<file path="src/replay_counter_table_defines.svh">
// assertion helpers for the rtl files (included by rct_datapath)
`ifndef REPLAY_COUNTER_TABLE_DEFINES_SVH
`define REPLAY_COUNTER_TABLE_DEFINES_SVH

// same-cycle implication, checked outside reset
`define RCT_ASSERT_NOW(label, clk, rst_n, ante, cons, msg) \
    label: assert property (@(posedge clk) disable iff (!rst_n) (ante) |-> (cons)) \
        else $error(msg);

// next-cycle implication, checked outside reset
`define RCT_ASSERT_NEXT(label, clk, rst_n, ante, cons, msg) \
    label: assert property (@(posedge clk) disable iff (!rst_n) (ante) |=> (cons)) \
        else $error(msg);

`endif

</file>
<file path="src/rct_pkg.sv">
package rct_pkg;

    // field widths
    localparam int SENDER_W    = 16;
    localparam int COUNT_W     = 32;
    localparam int ENTRY_W     = SENDER_W + COUNT_W;
    localparam int IN_TDATA_W  = 48;
    localparam int OUT_TDATA_W = 8;

    // default table size
    localparam int SLOTS_DEF = 32;

    // controller states
    typedef enum logic [2:0] {
        ST_IDLE,
        ST_START,
        ST_READ,
        ST_COMPARE,
        ST_WRITE,
        ST_FINISH
    } t_state;

    // controller to datapath
    typedef struct packed {
        logic load;
        logic read;
        logic compare;
        logic write;
        logic finish;
    } t_dp_cmd;

    // datapath to controller
    typedef struct packed {
        logic zero_count;
        logic match;
        logic last;
        logic out_free;
    } t_dp_status;

endpackage

</file>
<file path="src/rct_ram.sv">
module rct_ram #(
    parameter int WIDTH = 8,
    parameter int DEPTH = 32
) (
    input  logic                     i_clk,
    input  logic                     i_we,
    input  logic [$clog2(DEPTH)-1:0] i_waddr,
    input  logic [WIDTH-1:0]         i_wdata,
    input  logic                     i_re,
    input  logic [$clog2(DEPTH)-1:0] i_raddr,
    output logic [WIDTH-1:0]         o_rdata
);

    logic [WIDTH-1:0] r_mem [DEPTH];
    logic [WIDTH-1:0] r_rdata;

    // single write port, registered read port
    always_ff @(posedge i_clk) begin
        if (i_we) begin
            r_mem[i_waddr] <= i_wdata;
        end
        if (i_re) begin
            r_rdata <= r_mem[i_raddr];
        end
    end

    assign o_rdata = r_rdata;

endmodule

</file>
<file path="src/rct_ctrl.sv">
module rct_ctrl
    import rct_pkg::*;
(
    input  logic       i_clk,
    input  logic       i_rst_n,
    input  logic       i_in_valid,
    output logic       o_in_ready,
    input  t_dp_status i_status,
    output t_dp_cmd    o_cmd
);

    t_state r_state;
    t_state n_state;

    // state register
    always_ff @(posedge i_clk) begin
        if (!i_rst_n) begin
            r_state <= ST_IDLE;
        end else begin
            r_state <= n_state;
        end
    end

    // next state
    always_comb begin
        n_state = r_state;
        unique case (r_state)
            ST_IDLE: begin
                if (i_in_valid) n_state = ST_START;
            end
            ST_START: begin
                if (i_status.zero_count) n_state = ST_FINISH;
                else                     n_state = ST_READ;
            end
            ST_READ: begin
                n_state = ST_COMPARE;
            end
            ST_COMPARE: begin
                if (i_status.match || i_status.last) n_state = ST_WRITE;
                else                                 n_state = ST_READ;
            end
            ST_WRITE: begin
                n_state = ST_FINISH;
            end
            ST_FINISH: begin
                if (i_status.out_free) n_state = ST_IDLE;
            end
            default: begin
                n_state = ST_IDLE;
            end
        endcase
    end

    // outputs
    always_comb begin
        o_cmd      = '0;
        o_in_ready = 1'b0;
        unique case (r_state)
            ST_IDLE: begin
                o_in_ready = 1'b1;
                o_cmd.load = i_in_valid;
            end
            ST_START: begin
            end
            ST_READ: begin
                o_cmd.read = 1'b1;
            end
            ST_COMPARE: begin
                o_cmd.compare = 1'b1;
            end
            ST_WRITE: begin
                o_cmd.write = 1'b1;
            end
            ST_FINISH: begin
                o_cmd.finish = i_status.out_free;
            end
            default: begin
            end
        endcase
    end

endmodule

</file>
<file path="src/rct_datapath.sv">
`include "replay_counter_table_defines.svh"

module rct_datapath
    import rct_pkg::*;
#(
    parameter int SLOTS = SLOTS_DEF
) (
    input  logic                   i_clk,
    input  logic                   i_rst_n,
    input  logic [SENDER_W-1:0]    i_sender,
    input  logic [COUNT_W-1:0]     i_msg_counter,
    input  logic                   i_out_ready,
    output logic                   o_out_valid,
    output logic                   o_accepted,
    input  t_dp_cmd                i_cmd,
    output t_dp_status             o_status
);

    localparam int IW = $clog2(SLOTS);

    logic [SENDER_W-1:0] r_sender;
    logic [COUNT_W-1:0]  r_count;
    logic                r_zero;
    logic [IW-1:0]       r_idx;
    logic                r_hit;
    logic                r_stale;
    logic [IW-1:0]       r_hit_idx;
    logic                r_free_found;
    logic [IW-1:0]       r_free_idx;
    logic [IW-1:0]       r_ptr;
    logic [SLOTS-1:0]    r_valid;
    logic                r_out_valid;
    logic                r_out_acc;

    logic [ENTRY_W-1:0]  rd_entry;
    logic [SENDER_W-1:0] rd_sender;
    logic [COUNT_W-1:0]  rd_highest;
    logic                match_now;
    logic                last_now;
    logic                wr_en;
    logic [IW-1:0]       wr_addr;
    logic                accept_now;
    logic                use_victim;

    // entry layout: highest counter above sender id
    rct_ram #(
        .WIDTH (ENTRY_W),
        .DEPTH (SLOTS)
    ) u_ram (
        .i_clk   (i_clk),
        .i_we    (wr_en),
        .i_waddr (wr_addr),
        .i_wdata ({r_count, r_sender}),
        .i_re    (i_cmd.read),
        .i_raddr (r_idx),
        .o_rdata (rd_entry)
    );

    assign rd_sender  = rd_entry[SENDER_W-1:0];
    assign rd_highest = rd_entry[ENTRY_W-1:SENDER_W];

    // compare of the entry fetched in the previous cycle
    assign match_now = r_valid[r_idx] && (rd_sender == r_sender);
    assign last_now  = (r_idx == IW'(SLOTS - 1));

    // update target: hit entry, else first free, else round-robin victim
    assign use_victim = !r_hit && !r_free_found;
    assign wr_addr    = r_hit ? r_hit_idx : (r_free_found ? r_free_idx : r_ptr);
    assign wr_en      = i_cmd.write && !(r_hit && r_stale);
    assign accept_now = !r_zero && !(r_hit && r_stale);

    // request capture and scan bookkeeping
    always_ff @(posedge i_clk) begin
        if (!i_rst_n) begin
            r_zero       <= 1'b0;
            r_idx        <= '0;
            r_hit        <= 1'b0;
            r_stale      <= 1'b0;
            r_free_found <= 1'b0;
        end else if (i_cmd.load) begin
            r_zero       <= (i_msg_counter == '0);
            r_idx        <= '0;
            r_hit        <= 1'b0;
            r_stale      <= 1'b0;
            r_free_found <= 1'b0;
        end else if (i_cmd.compare) begin
            r_idx <= r_idx + IW'(1);
            if (match_now) begin
                r_hit   <= 1'b1;
                r_stale <= (r_count <= rd_highest);
            end else if (!r_valid[r_idx] && !r_free_found) begin
                r_free_found <= 1'b1;
            end
        end
    end

    // payload registers
    always_ff @(posedge i_clk) begin
        if (i_cmd.load) begin
            r_sender <= i_sender;
            r_count  <= i_msg_counter;
        end
        if (i_cmd.compare && match_now) begin
            r_hit_idx <= r_idx;
        end
        if (i_cmd.compare && !match_now && !r_valid[r_idx] && !r_free_found) begin
            r_free_idx <= r_idx;
        end
    end

    // valid marks and round-robin pointer
    always_ff @(posedge i_clk) begin
        if (!i_rst_n) begin
            r_valid <= '0;
            r_ptr   <= '0;
        end else begin
            if (wr_en) begin
                r_valid[wr_addr] <= 1'b1;
            end
            if (i_cmd.write && use_victim) begin
                r_ptr <= (r_ptr == IW'(SLOTS - 1)) ? '0 : r_ptr + IW'(1);
            end
        end
    end

    // output register, frees the controller while the result waits
    always_ff @(posedge i_clk) begin
        if (!i_rst_n) begin
            r_out_valid <= 1'b0;
        end else if (i_cmd.finish) begin
            r_out_valid <= 1'b1;
        end else if (i_out_ready) begin
            r_out_valid <= 1'b0;
        end
    end

    always_ff @(posedge i_clk) begin
        if (i_cmd.finish) begin
            r_out_acc <= accept_now;
        end
    end

    assign o_out_valid = r_out_valid;
    assign o_accepted  = r_out_acc;

    always_comb begin
        o_status            = '0;
        o_status.zero_count = r_zero;
        o_status.match      = match_now;
        o_status.last       = last_now;
        o_status.out_free   = !r_out_valid || i_out_ready;
    end

    // victim replacement only happens with every entry in use
    `RCT_ASSERT_NOW(a_victim_full, i_clk, i_rst_n, i_cmd.write && use_victim, &r_valid, "victim replaced while a free entry exists")
    // a sender found in the scan stays in a valid entry
    `RCT_ASSERT_NOW(a_hit_valid, i_clk, i_rst_n, r_hit, r_valid[r_hit_idx], "hit entry is not valid")
    // a newly placed sender marks its entry valid
    `RCT_ASSERT_NEXT(a_new_valid, i_clk, i_rst_n, i_cmd.write && !r_hit, r_valid[$past(wr_addr)], "new entry not marked valid")

endmodule

</file>
<file path="src/replay_counter_table.sv">
// replay_counter_table: per-sender anti-replay check
// slave channel carries a sender id and a message counter; the master channel
// returns one flag per item, set when the message is fresh and was recorded.
// a zero counter or a counter not above the stored one for a known sender is
// refused and leaves the table untouched; an unknown sender takes the lowest
// free entry, or a round-robin victim once the table is full.
// scan: the entries are fetched one at a time from a table ram with one read
// port, each by a read state and then a compare state; the scan stops at the
// first hit. a zero counter skips the scan and goes straight to the result.
// s_axis_tready rises in the same cycle as the result register is loaded.
// s_axis_tready is high only while no item is in work; one item at a time.
// a finished result sits in an output register, so the next item can be
// taken while the previous result waits; a stalled receiver holds the block
// only when a second result is ready before the first has been taken.
// reset (synchronous, active low) clears all valid marks and the round-robin
// pointer; there is no clearing pass.
module replay_counter_table
    import rct_pkg::*;
#(
    parameter int SLOTS = SLOTS_DEF
) (
    input  logic                   i_clk,
    input  logic                   i_rst_n,
    input  logic                   s_axis_tvalid,
    output logic                   s_axis_tready,
    input  logic [IN_TDATA_W-1:0]  s_axis_tdata,  // sender[15:0], msg_counter[47:16]
    output logic                   m_axis_tvalid,
    input  logic                   m_axis_tready,
    output logic [OUT_TDATA_W-1:0] m_axis_tdata   // accepted[0], zero fill above
);

    t_dp_cmd    cmd;
    t_dp_status status;
    logic       accepted;

    rct_ctrl u_ctrl (
        .i_clk      (i_clk),
        .i_rst_n    (i_rst_n),
        .i_in_valid (s_axis_tvalid),
        .o_in_ready (s_axis_tready),
        .i_status   (status),
        .o_cmd      (cmd)
    );

    rct_datapath #(
        .SLOTS (SLOTS)
    ) u_datapath (
        .i_clk         (i_clk),
        .i_rst_n       (i_rst_n),
        .i_sender      (s_axis_tdata[SENDER_W-1:0]),
        .i_msg_counter (s_axis_tdata[ENTRY_W-1:SENDER_W]),
        .i_out_ready   (m_axis_tready),
        .o_out_valid   (m_axis_tvalid),
        .o_accepted    (accepted),
        .i_cmd         (cmd),
        .o_status      (status)
    );

    assign m_axis_tdata = {{(OUT_TDATA_W - 1){1'b0}}, accepted};

endmodule

</file>
<file path="config.mk">
export PLATFORM = sky130hd
export DESIGN_NAME = replay_counter_table
export DESIGN_NICKNAME = d
export VERILOG_FILES = /design/src/rct_pkg.sv /design/src/rct_ram.sv /design/src/rct_ctrl.sv /design/src/rct_datapath.sv /design/src/replay_counter_table.sv
export VERILOG_INCLUDE_DIRS = /design/src /design/src/src
export SDC_FILE = /design/constraint.sdc
export NUM_CORES = 2
export LEC_CHECK = 0
export BUFFER_PORTS_ARGS = -buffer_cell sky130_fd_sc_hd__buf_2
export CORE_MARGIN = 3
export CORE_UTILIZATION = 63
export DETAILED_ROUTE_END_ITERATION = 16
export PLACE_DENSITY = 0.89
export SYNTH_ARGS = -nofsm -noshare
export SYNTH_HDL_FRONTEND = slang
export SYNTH_SLANG_ARGS = --single-unit
</file>
<file path="constraint.sdc">
create_clock -name i_clk -period 5.8 [get_ports i_clk]
set_input_delay 0.58 -clock i_clk [delete_from_list [all_inputs] [get_ports i_clk]]
set_output_delay 0.58 -clock i_clk [all_outputs]
set_load 0.02 [all_outputs]
</file>
# After elaboration in Yosys (flattened, before gate mapping)
# Memories as Yosys holds them, arrays and structs flattened. A register that Yosys moved wholly into a read port is not among the register bits.
# Cells that the tools add are included.
dict set report totals {
  register_bits 109
  latchBits 0
  mem_bits_rw 1536
  mem_bits_ro 0
  inputBits 52
  out_inout_bits 10
  wordCells 84
  n_memories 1
}
# name depth word_bits rd rd_clocked_by_memory_dff wr line
set mem_list {}
lappend mem_list {u_datapath.u_ram.r_mem 32 48 1 1 1 rct_ram.sv:14} ;# logic [WIDTH-1:0] r_mem [DEPTH];
dict set report classes {
  n_addsub 2
  mul 0
  div 0
  magnitude_cmp 4
  eq_ne 10
  shifts 0
  muxes 22
  bitwise_logic 3
  reduce_logical 28
}
# op count
set ops {}
lappend ops {{32-bit <= comparator} 1}
lappend ops {{32-bit zero test} 1}
lappend ops {{32-bit bitwise OR} 1}
lappend ops {{3-bit one-hot mux with 6 select lines} 1}
lappend ops {{16-bit == test} 1}
lappend ops {{5-bit two-way mux} 3}
lappend ops {{1-bit logical AND} 12}
lappend ops {{5-bit by 6-bit < comparator with 1-bit output (second input constant)} 2}
lappend ops {{1-bit two-way mux} 12}
lappend ops {{3-bit two-way mux} 4}
lappend ops {{5-bit by 1-bit adder with 5-bit output (second input constant)} 2}
lappend ops {{5-bit == test (second input constant)} 2}
lappend ops {{1-bit zero test} 7}
lappend ops {{3-bit by 2-bit == test with 1-bit output (second input constant)} 2}
lappend ops {{3-bit == test (second input constant)} 2}
lappend ops {{1-bit binary-select mux with 5-bit select} 1}
lappend ops {{1-bit demux with 5-bit select} 1}
lappend ops {{5-bit by 1-bit >= comparator with 1-bit output (second input constant)} 1}
lappend ops {{2-bit AND reduction} 2}
lappend ops {{3-bit by 1-bit == test with 1-bit output (second input constant)} 1}
lappend ops {{3-bit zero test} 1}
lappend ops {{3-bit AND reduction} 1}
lappend ops {{1-bit logical OR} 2}
lappend ops {{2-bit by 1-bit inequality test with 1-bit output (second input constant)} 1}
lappend ops {{other kinds (4)} 5}

# Logic depth before layout (Yosys ltp)
dict set report logic_depth {
  word_depth 7
  depth_mapped 9
  ltp_nobuf 8
}

# Hierarchy
# A second synthesis with hierarchy kept.
dict set report unflattened {
  hier_cells 3842
  area_unflattened_um2 66507.5
}
# module instances cells_per_inst area_per_inst_um2 seq_area_each_um2
set by_module_without_submodules {}
lappend by_module_without_submodules {rct_ram 1 3364 61205.0 47565.6}
lappend by_module_without_submodules {rct_datapath 1 441 5009.8 2712.6}
lappend by_module_without_submodules {rct_ctrl 1 28 229.0 60.1}
lappend by_module_without_submodules {replay_counter_table 1 9 63.8 0.0}

# Least setup slack after synthesis
# Ideal clock, no wire load.
dict set report synth_timing {
  path_type {register to register}
  from {register u_datapath.r_free_found}
  to {memory u_datapath.u_ram.r_mem[0][0] (netlist bit), enable pin}
  arrival_time_ps 3749
  path_slack_ps 1595
  path_stages_with_launch 8
  period_less_slack_ps 4205
  cell_sequence {dfxtp_1 clkbuf_1 mux2_2 mux2i_1 nand4_1 or2_2 clkbuf_1 nor2_1}
}
dict set report synth_between {
  elab_chain_len 2
}
# element line
set synth_lines {}
lappend synth_lines {{from (decl)} rct_datapath.sv:28} ;# logic r_free_found;
lappend synth_lines {{from (signal assigned)} rct_datapath.sv:79} ;# r_free_found <= 1'b0;
lappend synth_lines {{from (signal assigned)} rct_datapath.sv:85} ;# r_free_found <= 1'b0;
lappend synth_lines {{from (signal assigned)} rct_datapath.sv:92} ;# r_free_found <= 1'b1;
lappend synth_lines {{5-bit two-way mux (2 in a row)} rct_datapath.sv:68} ;# assign wr_addr = r_hit ? r_hit_idx : (r_free_found ? r_free_idx : r_ptr);
lappend synth_lines {{to (decl)} rct_ram.sv:14}
# Every way passes these cells.

# Final worst setup path
dict set report layout_timing {
  from {register u_datapath.r_sender[10]}
  to {register u_datapath.r_hit_idx[4], enable pin}
}
dict set report layout_between {
  elab_chain_len 3
}
# element line
set layout_lines {}
lappend layout_lines {{from (decl)} rct_datapath.sv:21} ;# logic [SENDER_W-1:0] r_sender;
lappend layout_lines {{from (signal assigned)} rct_datapath.sv:100} ;# r_sender <= i_sender;
lappend layout_lines {{16-bit == test} rct_datapath.sv:63} ;# assign match_now = r_valid[r_idx] && (rd_sender == r_sender);
lappend layout_lines {{1-bit logical AND} rct_datapath.sv:63}
lappend layout_lines {{1-bit logical AND} rct_datapath.sv:103} ;# if (i_cmd.compare && match_now) begin
lappend layout_lines {{to (signal assigned)} rct_datapath.sv:104} ;# r_hit_idx <= r_idx;
lappend layout_lines {{to (decl)} rct_datapath.sv:27} ;# logic [IW-1:0] r_hit_idx;
# Every way passes these cells.
# A chain may end at the register's enable or synchronous reset.

==> flow_metrics.tcl <==
set metrics [dict create \
    status "finished, final reports clean" \
    ios 62 \
    timing.final.crit_share 0.704 \
    async_flop_share 0 \
    fin_area_sq_um 72800 \
    synth_seq_cells 1693 \
    syn_area_sq_um 64700 \
    num_rows 116 \
    core_area_sq_um 101000 \
    comb_power_share 0.038 \
    drive_gt1_frac 0.317 \
    cts-resized-gates 0 \
    hold_violations 0 \
    synth_edf_count 1643 \
    whs_ns 0.0502 \
    clock_path_buffers 3 \
    grt_antenna_before_repair 5 \
    switching_share 0.211 \
    clock_sink_count 1693 \
    power_frac_seq 0.545 \
    post_drt_wl_per_cell_um 39.0 \
    required_ns 6.21 \
    power.share.clock 0.417 \
    fin_cells 4431 \
    path_max_fanout 33 \
    final_util 0.721 \
    setup_viol 0 \
    dp_cells 4100 \
    insertion_delay_ns 0.79 \
    crit_path_start "u_datapath.r_sender[10]" \
    endpoint_kind "register" \
    fmax_ghz 0.245 \
    max-cap-violations 0 \
    die_w_um 327 \
    routed_wl_um 173000 \
    yosysUniqueCellTypes 50 \
    setup_tns_ns 0 \
    maxSlewViolCount 0 \
    fin_total_pwr_mw 25.0 \
    vias_per_cell 7.32 \
    dp_slack_ns 1.91 \
    num-nets-final 3030 \
    multiInputGateArea_sq_um 13900 \
    max_slew_margin 0.0547 \
    ys_seq_area_frac 0.777 \
    gp_congestion 0.876 \
    layout-area-overhead-vs-synth_pct 12.4 \
    grt_pass1_vias 32800 \
    min_period_ns 4.08 \
    r2r-start "u_datapath.r_sender[10]" \
    skew_ns 0.0409 \
    worstRegToRegCells 5 \
    grt_pass1_wl_um 247000 \
    r2r_setup_slack_ns 1.72 \
    gr-total-overflow 0 \
    start_util 0.641 \
    die_height_um 327 \
    dp_hpwl_um 93100 \
    worstPathArrival_ns 4.49 \
    rsz0062_at_grt "no" \
    cts_tree "built" \
    cts_root_buf "clkbuf_16" \
    critPathLaunchType "register" \
    final_cell_mix "1643 x edfxtp_1, 486 x mux4_2, 161 x clkbuf_16" \
    grt_start_max_net_pins 96 \
    slowest_delay_ns 1.18 \
    crit_end "u_datapath.r_hit_idx[4]" \
    worstPathCellList "xnor2_1 -> nand4_1 -> nor4_1 -> nand3_1 -> nor2_1" \
    clk_pin_slew_ns 0.06 \
    vias 32400 \
    seqCellArea_sq_um 50400 \
    grt_use_total 0.332 \
    cp_slowest_cell "edfxtp_1" \
    fillerInstances 5271 \
    final_common_cell "edfxtp_1" \
    syn-instance-count 2713 \
    rr_endpoint "u_datapath.r_hit_idx[4]" \
    dieArea_sq_um 107000 \
    power_density_nw_per_um2 344 \
    ir_drop_uv 345 \
    avgSynthCellArea_sq_um 23.9 \
    yosys_warnings 0 \
    p_leak_nw 22.2 \
    drt-pass1-iter-count 14 \
    holdCritPathClass "in2reg" \
    setup_slack_ns 1.72 \
    drc 0 \
    critPathKind "reg2reg" \
    ant_nets 0 \
    worst_pin_slew_ns 1.41 \
    internal_power_mw 19.7 \
    htree_levels 4 \
    numPortBuffers 54 \
    switching_power_mw 5.29 \
    cts_buffers 158 \
    synth-main-ff-cell "edfxtp_1" \
    initialDrtViolationCount 4895 \
    place_area_sq_um 67300 \
]
==> synthesized netlist by cell type, types with 2 or more instances <==
master       n  area [sq um]
nand4_1     13          81.3
nor2b_1      8          50.1
buf_1       14          52.6
and4_1       3          26.3
clkbuf_1    71           267
a211oi_1     2          15.0
nand2b_1     5          31.3
a21o_1       2          15.0
inv_1       37           139
o21a_1      35           263
xor2_1       2          17.5
or4_1        2          15.0
nor2_1      53           199
o21ai_0     12          60.1
mux2i_1     10           100
nor3b_1      2          15.0
nand2_1     30           113
buf_4       23           173
nand3b_1     2          15.0
or4b_2       2          20.0
dfxtp_1     50          1000
or3_1        3          18.8
a21oi_1     18          90.1
mux2_2      53           597
ha_1        36           450
xnor2_1     16           140
and3_1       2          12.5
a31oi_1      3          18.8
nand3_1     11          55.1
edfxtp_1  1643         49300
buf_2       26           130
buf_6        4          45.0
and2_1       3          18.8
a22oi_1      2          15.0
mux4_2     486         10900
nor4_1       9          56.3
nor3_1       4          20.0
a21boi_0     4          30.0
==> worst max-delay path, delay by kind of cell (launching register included) <==
kind                      cells  cell delay (ns)
xor gates and xnor gates      1             0.24
and+or+nand+nor               4             2.29
DFF                           1             1.18
==> per-layer routing <==
layer | vias to the layer above | part of all wire | global-route usage
li1 | 12000 | - | -
met1 | 17000 | 0.32 | 0.430
met2 | 2835 | 0.51 | 0.546
met3 | 581 | 0.11 | 0.0709
met4 | 4 | 0.058 | 0.163
met5 | - | 0.00015 | 0
==> registers in the layout (all words and copies together), names as in the netlist <==
| register | flops |
|---|---|
| u_ctrl.r_state | 3 |
| u_datapath.o_accepted | 1 |
| u_datapath.o_out_valid | 1 |
| u_datapath.r_count | 32 |
| u_datapath.r_free_found | 1 |
| u_datapath.r_free_idx | 5 |
| u_datapath.r_hit | 1 |
| u_datapath.r_hit_idx | 5 |
| u_datapath.r_idx | 5 |
| u_datapath.r_ptr | 5 |
| u_datapath.r_sender | 16 |
| u_datapath.r_stale | 1 |
| u_datapath.r_valid | 32 |
| u_datapath.r_zero | 1 |
| u_datapath.u_ram.o_rdata | 48 |
| u_datapath.u_ram.r_mem | 1536 |
==> final cells by class <==
cell class,count,area share
Antenna cell,3,0.000103
Sequential cell,1693,0.692
Multi-Input combinational cell,851,0.191
Clock inverter,94,0.0129
Inverter,37,0.00193
Tap cell,1357,0.0233
Timing Repair Buffer,201,0.0217
Clock buffer,195,0.0577
==> how the worst min path moves through the flow <==
stage | slack [ns] | from | cells after the start | end
floorplan | 0.42 | u_datapath.r_idx[2] | 0 | u_datapath.r_free_idx[2]
global placement | 0.44 | u_datapath.r_valid[4] | 1 | u_datapath.r_valid[4]
detailed placement | 0.45 | u_datapath.r_valid[19] | 1 | u_datapath.r_valid[19]
CTS | 0.009 | s_axis_tdata[29] | 1 | u_datapath.r_count[13]
global route | 0.02 | s_axis_tdata[29] | 1 | u_datapath.r_count[13]
finish | 0.05 | s_axis_tdata[29] | 1 | u_datapath.r_count[13]
==> cell families after synthesis <==
logic type,Yosys count,synth area share
adders and majority gates,36,0.00696
xor gates and xnor gates,18,0.00243
DFF,1693,0.777
AOI/OAI and AO/OA,87,0.00904
muxes,549,0.180
other,1,0.0000579
and+or+nand+nor,154,0.0118
buffers and inverters,175,0.0124
==> what timing repair did <==
item | in CTS | in global routing
endpoints found under the hold margin | 38 | 0
setup buffers | 0 | 0
hold buffers | 38 | 0
==> power by group through the flow <==
stage / Sequential, mW / Clock [mW] / Combinational (mW)
after floorplan: 14.0 / 0 / 0.421
after global placement: 13.9 / 0 / 0.809
after detailed placement: 13.9 / 0 / 0.881
after CTS: 13.6 / 10.5 / 0.929
after global routing: 13.6 / 10.9 / 0.986
final: 13.6 / 10.4 / 0.941
Note: power is estimated with default switching activity, not from simulation.
